`src/hw/rtl/bpdc_pkg.sv`:
```
package bpdc_pkg;

  localparam int unsigned ButtonIndexW      = 3;
  localparam int unsigned TimeW             = 32;
  localparam int unsigned EventW            = 3;
  localparam int unsigned CfgIdxW           = 1;
  localparam int unsigned NumButtonsDefault = 7;

  localparam logic [TimeW-1:0] ShortPressResetMs = 32'd25;
  localparam logic [TimeW-1:0] LongPressResetMs  = 32'd1000;

  localparam logic [CfgIdxW-1:0] CfgShortPressMs = 1'd0;
  localparam logic [CfgIdxW-1:0] CfgLongPressMs  = 1'd1;

  localparam logic [EventW-1:0] EvIdle      = 3'd0;
  localparam logic [EventW-1:0] EvPending   = 3'd1;
  localparam logic [EventW-1:0] EvShortHeld = 3'd2;
  localparam logic [EventW-1:0] EvLongHeld  = 3'd3;
  localparam logic [EventW-1:0] EvShortRel  = 3'd4;
  localparam logic [EventW-1:0] EvLongRel   = 3'd5;

  typedef enum logic [5:0] {
    StIdle      = 6'b000001,
    StPending   = 6'b000010,
    StShortHeld = 6'b000100,
    StLongHeld  = 6'b001000,
    StShortRel  = 6'b010000,
    StLongRel   = 6'b100000
  } press_state_e;

  typedef struct packed {
    press_state_e next_state;
    logic         load_start;
  } fsm_out_t;

  function automatic logic [EventW-1:0] state_to_event(press_state_e st);
    logic [EventW-1:0] ev;
    unique case (st)
      StIdle:      ev = EvIdle;
      StPending:   ev = EvPending;
      StShortHeld: ev = EvShortHeld;
      StLongHeld:  ev = EvLongHeld;
      StShortRel:  ev = EvShortRel;
      StLongRel:   ev = EvLongRel;
      default:     ev = EvIdle;
    endcase
    return ev;
  endfunction

endpackage

```
`src/hw/rtl/bpdc_fsm.sv`:
```
module bpdc_fsm import bpdc_pkg::*; (
  input  press_state_e     state_i,
  input  logic             pressed_i,
  input  logic [TimeW-1:0] elapsed_i,
  input  logic [TimeW-1:0] short_ms_i,
  input  logic [TimeW-1:0] long_ms_i,
  output fsm_out_t         fsm_o
);

  always_comb begin
    fsm_o.next_state = state_i;
    fsm_o.load_start = 1'b0;
    unique case (state_i)
      StIdle: begin
        if (pressed_i) begin
          fsm_o.next_state = StPending;
          fsm_o.load_start = 1'b1;
        end
      end
      StPending: begin
        if (!pressed_i) begin
          fsm_o.next_state = StIdle;
        end else if (elapsed_i >= short_ms_i) begin
          fsm_o.next_state = StShortHeld;
        end
      end
      StShortHeld: begin
        if (!pressed_i) begin
          fsm_o.next_state = StShortRel;
        end else if (elapsed_i >= long_ms_i) begin
          fsm_o.next_state = StLongHeld;
        end
      end
      StLongHeld: begin
        if (!pressed_i) begin
          fsm_o.next_state = StLongRel;
        end
      end
      default: fsm_o.next_state = StIdle;
    endcase
  end

endmodule

```
`src/hw/rtl/button_press_duration_classifier_core.sv`:
```
// Short/long button press classifier. Each request polls one button with its raw
// active-low pin level and a millisecond timestamp; the block returns the button's
// new state (idle, pending, short held, long held, short released, long released).
// Timing: one request per cycle while the result is not stalled; a request is held
// in the input register, where a single subtract, compare and state update produce
// the result that is loaded into the output register and presented. A stalled
// result holds the input register, which then stalls the input. Thresholds must
// be written through the config port only while idle; the block does not enforce it.
module button_press_duration_classifier_core import bpdc_pkg::*; #(
  parameter int unsigned NUM_BUTTONS = NumButtonsDefault
) (
  input  logic                    clk_i,
  input  logic                    rst_ni,
  input  logic                    cfg_we_i,
  input  logic [CfgIdxW-1:0]      cfg_idx_i,
  input  logic [TimeW-1:0]        cfg_wdata_i,
  input  logic                    in_valid_i,
  output logic                    in_stall_o,
  input  logic [ButtonIndexW-1:0] button_index_i,
  input  logic                    pin_level_i,
  input  logic [TimeW-1:0]        now_ms_i,
  output logic                    out_valid_o,
  input  logic                    out_stall_i,
  output logic [ButtonIndexW-1:0] button_number_o,
  output logic [EventW-1:0]       press_event_o
);

  localparam int unsigned IdxW = (NUM_BUTTONS > 1) ? $clog2(NUM_BUTTONS) : 1;

  logic [TimeW-1:0] short_ms_q, long_ms_q;

  logic                    in_vld_q, in_vld_d;
  logic [ButtonIndexW-1:0] in_idx_q;
  logic                    in_pin_q;
  logic [TimeW-1:0]        in_now_q;

  logic                    out_vld_q, out_vld_d;
  logic [ButtonIndexW-1:0] out_btn_q;
  logic [EventW-1:0]       out_evt_q;

  press_state_e     state_q [NUM_BUTTONS];
  logic [TimeW-1:0] start_q [NUM_BUTTONS];

  logic                           advance, in_accept, in_range;
  logic [IdxW+ButtonIndexW-1:0]   idx_ext;
  logic [IdxW-1:0]                sel;
  press_state_e                   cur_state;
  logic [TimeW-1:0]               elapsed;
  fsm_out_t                       fsm;
  logic [EventW-1:0]              evt;

  always_ff @(posedge clk_i or negedge rst_ni) begin
    if (!rst_ni) begin
      short_ms_q <= ShortPressResetMs;
      long_ms_q  <= LongPressResetMs;
    end else if (cfg_we_i) begin
      unique case (cfg_idx_i)
        CfgShortPressMs: short_ms_q <= cfg_wdata_i;
        CfgLongPressMs:  long_ms_q  <= cfg_wdata_i;
        default: ;
      endcase
    end
  end

  assign advance    = in_vld_q && (!out_vld_q || !out_stall_i);
  assign in_stall_o = in_vld_q && !advance;
  assign in_accept  = in_valid_i && !in_stall_o;

  always_comb begin
    in_vld_d = in_vld_q;
    if (in_accept) begin
      in_vld_d = 1'b1;
    end else if (advance) begin
      in_vld_d = 1'b0;
    end
  end

  always_ff @(posedge clk_i or negedge rst_ni) begin
    if (!rst_ni) begin
      in_vld_q <= 1'b0;
    end else begin
      in_vld_q <= in_vld_d;
    end
  end

  always_ff @(posedge clk_i) begin
    if (in_accept) begin
      in_idx_q <= button_index_i;
      in_pin_q <= pin_level_i;
      in_now_q <= now_ms_i;
    end
  end

  assign idx_ext   = {{IdxW{1'b0}}, in_idx_q};
  assign sel       = idx_ext[IdxW-1:0];
  assign in_range  = 32'(in_idx_q) < NUM_BUTTONS;
  assign cur_state = state_q[sel];
  assign elapsed   = in_now_q - start_q[sel];

  bpdc_fsm u_fsm (
    .state_i    (cur_state),
    .pressed_i  (!in_pin_q),
    .elapsed_i  (elapsed),
    .short_ms_i (short_ms_q),
    .long_ms_i  (long_ms_q),
    .fsm_o      (fsm)
  );

  assign evt = in_range ? state_to_event(fsm.next_state) : EvIdle;

  always_ff @(posedge clk_i or negedge rst_ni) begin
    if (!rst_ni) begin
      for (int i = 0; i < NUM_BUTTONS; i++) begin
        state_q[i] <= StIdle;
        start_q[i] <= '0;
      end
    end else if (advance && in_range) begin
      for (int i = 0; i < NUM_BUTTONS; i++) begin
        if (sel == IdxW'(i)) begin
          state_q[i] <= fsm.next_state;
          if (fsm.load_start) begin
            start_q[i] <= in_now_q;
          end
        end
      end
    end
  end

  assign out_vld_d = advance || (out_vld_q && out_stall_i);

  always_ff @(posedge clk_i or negedge rst_ni) begin
    if (!rst_ni) begin
      out_vld_q <= 1'b0;
    end else begin
      out_vld_q <= out_vld_d;
    end
  end

  always_ff @(posedge clk_i) begin
    if (advance) begin
      out_btn_q <= in_idx_q;
      out_evt_q <= evt;
    end
  end

  assign out_valid_o     = out_vld_q;
  assign button_number_o = out_btn_q;
  assign press_event_o   = out_evt_q;

`ifndef SYNTHESIS
  a_stall_needs_item: assert property (@(posedge clk_i) disable iff (!rst_ni)
    !in_vld_q |-> !in_stall_o)
    else $error("input stalled with empty input register");

  a_echo_button: assert property (@(posedge clk_i) disable iff (!rst_ni)
    advance |=> (out_valid_o && button_number_o == $past(in_idx_q)))
    else $error("result does not echo button");

  a_out_of_range_idle: assert property (@(posedge clk_i) disable iff (!rst_ni)
    (advance && !in_range) |=> press_event_o == EvIdle)
    else $error("out-of-range poll not idle");

  a_release_to_idle: assert property (@(posedge clk_i) disable iff (!rst_ni)
    (advance && in_range && (cur_state == StShortRel || cur_state == StLongRel))
    |=> press_event_o == EvIdle)
    else $error("released state did not return to idle");
`endif

endmodule

```
`config.mk`:
```
export PLATFORM = sky130hd
export DESIGN_NAME = button_press_duration_classifier_core
export DESIGN_NICKNAME = d
export VERILOG_FILES = /design/src/hw/rtl/bpdc_pkg.sv /design/src/hw/rtl/bpdc_fsm.sv /design/src/hw/rtl/button_press_duration_classifier_core.sv
export SDC_FILE = /design/constraint.sdc
export NUM_CORES = 1
export LEC_CHECK = 0
export ABC_CLOCK_PERIOD_IN_PS = 10100
export BUFFER_PORTS_ARGS = -buffer_cell sky130_fd_sc_hd__buf_2
export CORE_UTILIZATION = 65
export DETAILED_ROUTE_END_ITERATION = 8
export GPL_TIMING_DRIVEN = 0
export PLACE_DENSITY = 0.9
export SETUP_SLACK_MARGIN = 0.5
export SKIP_LAST_GASP = 1
export SYNTH_ARGS = -nofsm -noshare
export SYNTH_HDL_FRONTEND = slang
export SYNTH_SLANG_ARGS = --single-unit
```
`constraint.sdc`:
```
create_clock -name clk_i -period 10.1 [get_ports clk_i]
set_input_delay 1.515 -clock clk_i [delete_from_list [all_inputs] [get_ports clk_i]]
set_output_delay 1.515 -clock clk_i [all_outputs]
set_load 0.03 [all_outputs]
```
* Word-level counts from Yosys, hierarchy flattened
Index checks and enable logic that the tools add are counted.
** Word-level totals
- Flip-flop bits (word level) :: 374
- Input bits :: 74
- Output and inout port bits :: 8
- Logic and storage cells :: 91
** Cells by class
- Add/subtract/negate cells :: 1
- Magnitude comparators :: 4
- Equality and inequality tests :: 15
- Mux-type cells :: 17
- Bitwise gates (word level) :: 2
- Reductions and logical operators :: 29
** Operators by type and width (number)
- binary-select mux 32 bit (select 3 bit) :: 1
- greater-or-equal comparator 32 bit :: 2
- two-way mux 32 bit :: 2
- two-way mux 6 bit :: 7
- subtractor 32 bit :: 1
- case mux 6 bit (4 select lines) :: 1
- AND reduction 3 bit :: 7
- binary-select mux 6 bit (select 3 bit) :: 1
- AND reduction 2 bit :: 9
- case mux 3 bit (5 select lines) :: 1
- equality test 6 x 2 -> 1 bit (second input constant) :: 2
- equality test 6 x 3 -> 1 bit (second input constant) :: 2
- equality test 6 x 4 -> 1 bit (second input constant) :: 2
- equality test 3 bit (second input constant) :: 3
- two-way mux 7 bit :: 1
- equality test 3 x 2 -> 1 bit (second input constant) :: 2
- equality test 6 x 1 -> 1 bit (second input constant) :: 1
- equality test 6 x 5 -> 1 bit (second input constant) :: 1
- equality test 6 bit (second input constant) :: 1
- logical AND 1 bit :: 5
- greater-or-equal comparator 4 bit (second input constant) :: 1
- logical NOT 1 bit :: 4
- NOT 3 -> 4 bit :: 1
- equality test 3 x 1 -> 1 bit (second input constant) :: 1
- 6 further kinds :: 9

* Longest topological paths before layout
- Depth after elaboration :: 11
- Depth in mapped cells :: 28
- Depth with buffers taken out :: 24

* Modules after synthesis
From an unflattened synthesis, not the netlist that was laid out.
** Second synthesis, totals
- Cells, all modules :: 1540
- Area total of the unflattened synthesis :: 19392.3 µm²
** By module, submodules not included
- button_press_duration_classifier_core :: times used 1, cells an instance 1302, area each 17680.7 µm²
- bpdc_fsm :: times used 1, cells an instance 238, area each 1711.6 µm²

* Least setup slack after synthesis
Ideal clock, no wire load.
- Path type :: register -> register
- From :: register in_idx_q[0]
- To :: register out_evt_q[1], in the netlist press_event_o[1] (data pin)
- Data arrival time :: 5779 ps
- Setup slack :: 4066 ps
- Stages on the path, launching flop included :: 25
- Path through :: edfxtp_1 > clkbuf_1 > clkbuf_1 > buf_2 > clkbuf_1 > mux4_2 > o21ai_0 > ha_1 > a21o_1 > o311a_1 > a311o_1 > a31o_2 > a21oi_1 > o21a_1 > xnor2_1 > ha_1 > a21o_1 > a21o_1 > a21oi_1 > o21ai_0 > a21oi_1 > o21ai_0 > o211a_1 > buf_2 > o21a_1
** On the way
- Cells in the longest elaborated chain, start to end :: 11
- Elaborated cells on any way between the ends :: 28
** Ends and longest elaborated chain
- from (decl) :: line button_press_duration_classifier_core.sv:33 : logic [ButtonIndexW-1:0] in_idx_q;
- from (signal assigned) :: line button_press_duration_classifier_core.sv:88 : in_idx_q <= button_index_i;
- NOT 3 -> 4 bit (not written as such) :: line button_press_duration_classifier_core.sv:97, button_press_duration_classifier_core.sv:98
- binary-select mux 32 bit (select 3 bit) :: line button_press_duration_classifier_core.sv:98 : assign elapsed = in_now_q - start_q[sel];
- two-way mux 32 bit (not written as such) (2 in series) :: line button_press_duration_classifier_core.sv:98
- subtractor 32 bit :: line button_press_duration_classifier_core.sv:98
- greater-or-equal comparator 32 bit (on tied branches) :: line bpdc_fsm.sv:30, bpdc_fsm.sv:23
- two-way mux 6 bit (on tied branches) :: line bpdc_fsm.sv:30, bpdc_fsm.sv:23
- two-way mux 6 bit (on tied branches) :: line bpdc_fsm.sv:28, bpdc_fsm.sv:21
- case mux 6 bit (4 select lines) :: line bpdc_fsm.sv:13 : unique case (state_i)
- equality test 6 bit (tied with other cells) :: line bpdc_pkg.sv:38 : unique case (st)
- case mux 3 bit (5 select lines) :: line bpdc_pkg.sv:38
- to (signal assigned) :: line button_press_duration_classifier_core.sv:142 : out_evt_q <= evt;
- to (decl) :: line button_press_duration_classifier_core.sv:39 : logic [EventW-1:0] out_evt_q;
Parallel ways exist; a longest one is shown, timed or not. The select of a mux whose other input is x is not followed.
A chain may end at the register's enable or synchronous reset.

* Worst setup path after layout
- From :: register in_idx_q[0]
- To :: register state_q[14] in the netlist's numbering
** On the way
- Cells in the longest elaborated chain, start to end :: 9
- Elaborated cells on any way between the ends :: 25
** Ends and longest elaborated chain
- NOT 3 -> 4 bit (not written as such) :: line button_press_duration_classifier_core.sv:97, button_press_duration_classifier_core.sv:98
- binary-select mux 32 bit (select 3 bit) :: line button_press_duration_classifier_core.sv:98
- two-way mux 32 bit (not written as such) (2 in series) :: line button_press_duration_classifier_core.sv:98
- subtractor 32 bit :: line button_press_duration_classifier_core.sv:98
- greater-or-equal comparator 32 bit (on tied branches) :: line bpdc_fsm.sv:30, bpdc_fsm.sv:23
- two-way mux 6 bit (on tied branches) :: line bpdc_fsm.sv:30, bpdc_fsm.sv:23
- two-way mux 6 bit (on tied branches) :: line bpdc_fsm.sv:28, bpdc_fsm.sv:21
- case mux 6 bit (4 select lines) :: line bpdc_fsm.sv:13
- to (signal, indexed assignment) :: line button_press_duration_classifier_core.sv:114 : state_q[i] <= StIdle;
- to (signal, indexed assignment) :: line button_press_duration_classifier_core.sv:120 : state_q[i] <= fsm.next_state;
- to (decl) :: line button_press_duration_classifier_core.sv:41 : press_state_e state_q [NUM_BUTTONS];
Parallel ways exist; a longest one is shown, timed or not. The select of a mux whose other input is x is not followed.

==> impl_metrics.csv <==
group,metric,value,unit
synthesis,synth.distinct_cells,65,
critical_path,cpMostUsedCell,"o21ai_0",
global_routing,grt_pass1_wl,77300,µm
sta,max_slew_margin,29.3,%
layout,finalNonFillerCells,2078,
run,maxCapViolCount,0,
clocking,cts_hold_buf,0,
critical_path,crit_buf_inv,5,
critical_path,slowest_delay,0.72,ns
routing,vias_per_cell,6.57,
clocking,cts.sinks,374,
sta,finalMaxSlewViolations,0,
layout,fin_nets,1832,
synthesis,synth.avg_cell_area,12.6,µm²
global_routing,grt_pass1_vias,14300,
routing,dr.first_iter.drc_count,1383,
power_and_ir_drop,power_frac_clock,32.0,%
routing,ant_nets,0,
layout,nFillCells,1621,
place,dp.cells,2002,
place,dp_hpwl,31700,µm
synthesis,yosys-top-cells-area,"dfrtp_1 41%, mux2_2 9.7%, edfxtp_1 6.5%",
sta,setup_ws,1.95,ns
sta,fin_hold_ws,0.455,ns
sta,tightest_slew,1.06,ns
critical_path,reg2reg_depth,23,
critical_path,endpoint_kind,"register",
layout,antenna_cells,0,
critical_path,crit_fanout,10,
power_and_ir_drop,max-vdd-ir-drop,0.000131,V
die,num_io_pins,82,
clocking,cts_buffers,41,
layout,drive_gt1_share,29.5,%
power_and_ir_drop,switchingPower,1.49,mW
status,status,"complete, no violations",
die,die_x,174,µm
layout,syn2layout_area_growth,12.5,%
hold_path,hp-class,"reg2reg",
die,coreArea,28900,µm²
synthesis,synthFlopType,"dfrtp_1",
synthesis,synthesis.nets,1704,
sta,rsz0062_at_grt,"no",
routing,route.detailed.drc,0,
die,die-height,174,µm
sta,clock-skew-final,0.0135,ns
place,gp_congestion,0.904,
power_and_ir_drop,seqPwrFrac,40.7,%
die,start_util,66.7,%
synthesis,synth_commonest_cells,"316 x dfrtp_1, 166 x mux2_2, 138 x nand2_1",
critical_path,crit_family,"compound AO/OA/AOI/OAI gates",
global_routing,grt_antenna_before_repair,0,
critical_path,worstSetupPathType,"reg2reg",
hold_path,min_path_cells,0,
synthesis,ys_warn_count,0,
synthesis,yosysSeqAreaShare,49.7,%
critical_path,crit_chain,"clkbuf_1, clkbuf_1, buf_2, clkbuf_1, buf_1, o211ai_1, o21ai_0, ha_1, a21o_1, a21o_1, a221o_1, a31oi_1, o21ai_0, a21boi_0, o21ai_0, xor2_1, ha_1, nand4_1, o21ai_0, nand2_1, o2111ai_1, a21boi_1, o31ai_1",
power_and_ir_drop,power.internal,3.42,mW
routing,dr.pass1.iters,5,
sta,setup_viol,0,
critical_path,cp-start-kind,"register",
place,io_buffers,81,
clocking,cts_resized,0,
sta,hold_viol,0,
power_and_ir_drop,sw_frac_of_total,30.3,%
global_routing,track_usage,32.6,%
clocking,htree_num_levels,2,
synthesis,synth_area,19300,µm²
critical_path,rrSetupSlack,1.95,ns
synthesis,ys_seq_elements,374,
clocking,clkSlewWorstSetupHoldPaths,0.06,ns
global_routing,grt_max_degree,98,
synthesis,netlist.area_leader.share,41.0,%
synthesis,synth_most_common_cell,"dfrtp_1",
sta,setup_tns,0,ns
clocking,clock_latency,0.54,ns
clocking,clk_path_buf_depth,3,
clocking,cts_tree,"done",
critical_path,path_depth,23,
power_and_ir_drop,leakagePower,10.4,nW
layout,post-route-util,75.0,%
sta,fmax,123,MHz
clocking,root_buffer,"clkbuf_16",
synthesis,synth_edf_count,42,
critical_path,critical-path-slowest-cell,"clkbuf_1",
sta,period_share,80.7,%
die,num_rows,62,
critical_path,worstPathRequired,10.50,ns
power_and_ir_drop,power.density,226,nW/µm²
synthesis,synth_area_leader_cell,"dfrtp_1",
routing,routed_wl,48000,µm
routing,vias,13600,
place,pre_cts_ws,2.11,ns
critical_path,arrival,8.55,ns
synthesis,syn_inst,1533,
clocking,post_cts_buffers,0,
synthesis,async_flop_share,88.8,%
sta,finalCriticalPeriod,8.15,ns
routing,wire_per_inst,23.1,µm
power_and_ir_drop,power_frac_comb,27.3,%
die,dieArea,30400,µm²
global_routing,overflow,0,
==> sequential cells by signal, summed over array words and instances, names as in the netlist <==
| signal | cells |
|---|---|
| state_q | 42 |
| out_valid_o | 1 |
| in_idx_q | 3 |
| start_q | 224 |
| press_event_o | 3 |
| in_vld_q | 1 |
| short_ms_q | 32 |
| button_number_o | 3 |
| in_pin_q | 1 |
| in_now_q | 32 |
| long_ms_q | 32 |
==> cell families (layout without fill, tap and decap cells) <==
family,after synthesis,after routing,synth area share [%]
and+or+nand+nor,249,249,6.38
adders and majority gates,97,97,6.33
DFF,374,374,49.7
xor gates and xnor gates,29,29,1.32
AOI/OAI and AO/OA,302,302,9.90
buffers and inverters,151,312,3.53
muxes,331,331,22.8
==> worst reg2reg max path, cell delays in order (launching register included) <==
cell	delay [ns]
edfxtp_1	0.34
clkbuf_1	0.42
clkbuf_1	0.60
buf_2	0.45
clkbuf_1	0.72
buf_1	0.51
o211ai_1	0.20
o21ai_0	0.15
ha_1	0.32
a21o_1	0.21
a21o_1	0.17
a221o_1	0.34
a31oi_1	0.45
o21ai_0	0.23
a21boi_0	0.41
o21ai_0	0.22
xor2_1	0.23
ha_1	0.31
nand4_1	0.13
o21ai_0	0.45
nand2_1	0.11
o2111ai_1	0.34
a21boi_1	0.55
o31ai_1	0.14
==> metrics by stage <==
stage | power [mW] | cell area (µm²)
5_1_grt | 5.11 | 21700
2_1_floorplan | 2.90 | 19300
4_1_cts | 4.88 | 21700
3_5_place_dp | 3.28 | 20300
6_report | 4.91 | 21700
3_3_place_gp | 3.18 | 20200
==> layout make-up <==
cell class | count | area, µm² | area share, %
multi-input combinational | 1008 | 9020 | 41.6
clock inverter | 19 | 231 | 1.07
tap | 384 | 480 | 2.21
inverter | 76 | 285 | 1.31
clock buffer | 57 | 1190 | 5.47
sequential | 374 | 9590 | 44.2
buffer | 75 | 395 | 1.82
timing repair buffer | 85 | 518 | 2.39
==> cell usage in the layout (no fill, tap or decap), drive strengths merged, types with 3 or more instances in the layout <==
| cell | synthesis | layout |
|---|---|---|
| o21ai | 106 | 106 |
| mux2i | 41 | 41 |
| bufinv | 0 | 5 |
| ha | 96 | 96 |
| clkinv | 1 | 12 |
| nand2b | 12 | 12 |
| buf | 46 | 131 |
| mux4 | 37 | 37 |
| a21oi | 48 | 48 |
| nor3 | 10 | 10 |
| a41oi | 3 | 3 |
| o31ai | 21 | 21 |
| o21bai | 3 | 3 |
| clkbuf | 29 | 86 |
| o211ai | 36 | 36 |
| and2 | 6 | 6 |
| dfstp | 16 | 16 |
| nor2b | 9 | 9 |
| and3 | 3 | 3 |
| a31oi | 5 | 5 |
| nand4 | 14 | 14 |
| a211oi | 5 | 5 |
| edfxtp | 42 | 42 |
| inv | 75 | 77 |
| mux2 | 253 | 253 |
| o211a | 4 | 4 |
| xnor2 | 23 | 23 |
| or3 | 3 | 3 |
| o21a | 6 | 6 |
| dfrtp | 316 | 316 |
| nand2 | 140 | 140 |
| xor2 | 6 | 6 |
| and4 | 4 | 4 |
| nand3 | 11 | 11 |
| nor2 | 30 | 30 |
| a21o | 49 | 49 |
==> per-layer routing <==
layer	wire (µm)	vias up	track usage [%]
li1	-	5815	-
met1	19100	6823	44.0
met5	0	-	0
met4	2130	0	15.5
met3	4020	195	5.29
met2	22800	816	51.9
==> worst paths after layout <==
check / start / to
worst max register to register: in_idx_q[0] / state_q[14]
worst min-delay path: in_idx_q[0] / button_number_o[0]
min in group asynchronous: rst_ni / state_q[21]
worst min register to register: in_idx_q[0] / button_number_o[0]
worst max-delay path: in_idx_q[0] / state_q[14]
max in group asynchronous: rst_ni / start_q[211]
==> power by group through the flow <==
stage / combinational (mW) / sequential (mW) / clock [mW]
2_1_floorplan: 0.959 / 1.94 / 0
3_3_place_gp: 1.20 / 1.97 / 0
3_5_place_dp: 1.28 / 2.00 / 0
4_1_cts: 1.32 / 1.99 / 1.58
5_1_grt: 1.46 / 2.02 / 1.64
6_report: 1.34 / 2.00 / 1.57
No activity file was read; power rests on OpenSTA's default activity.
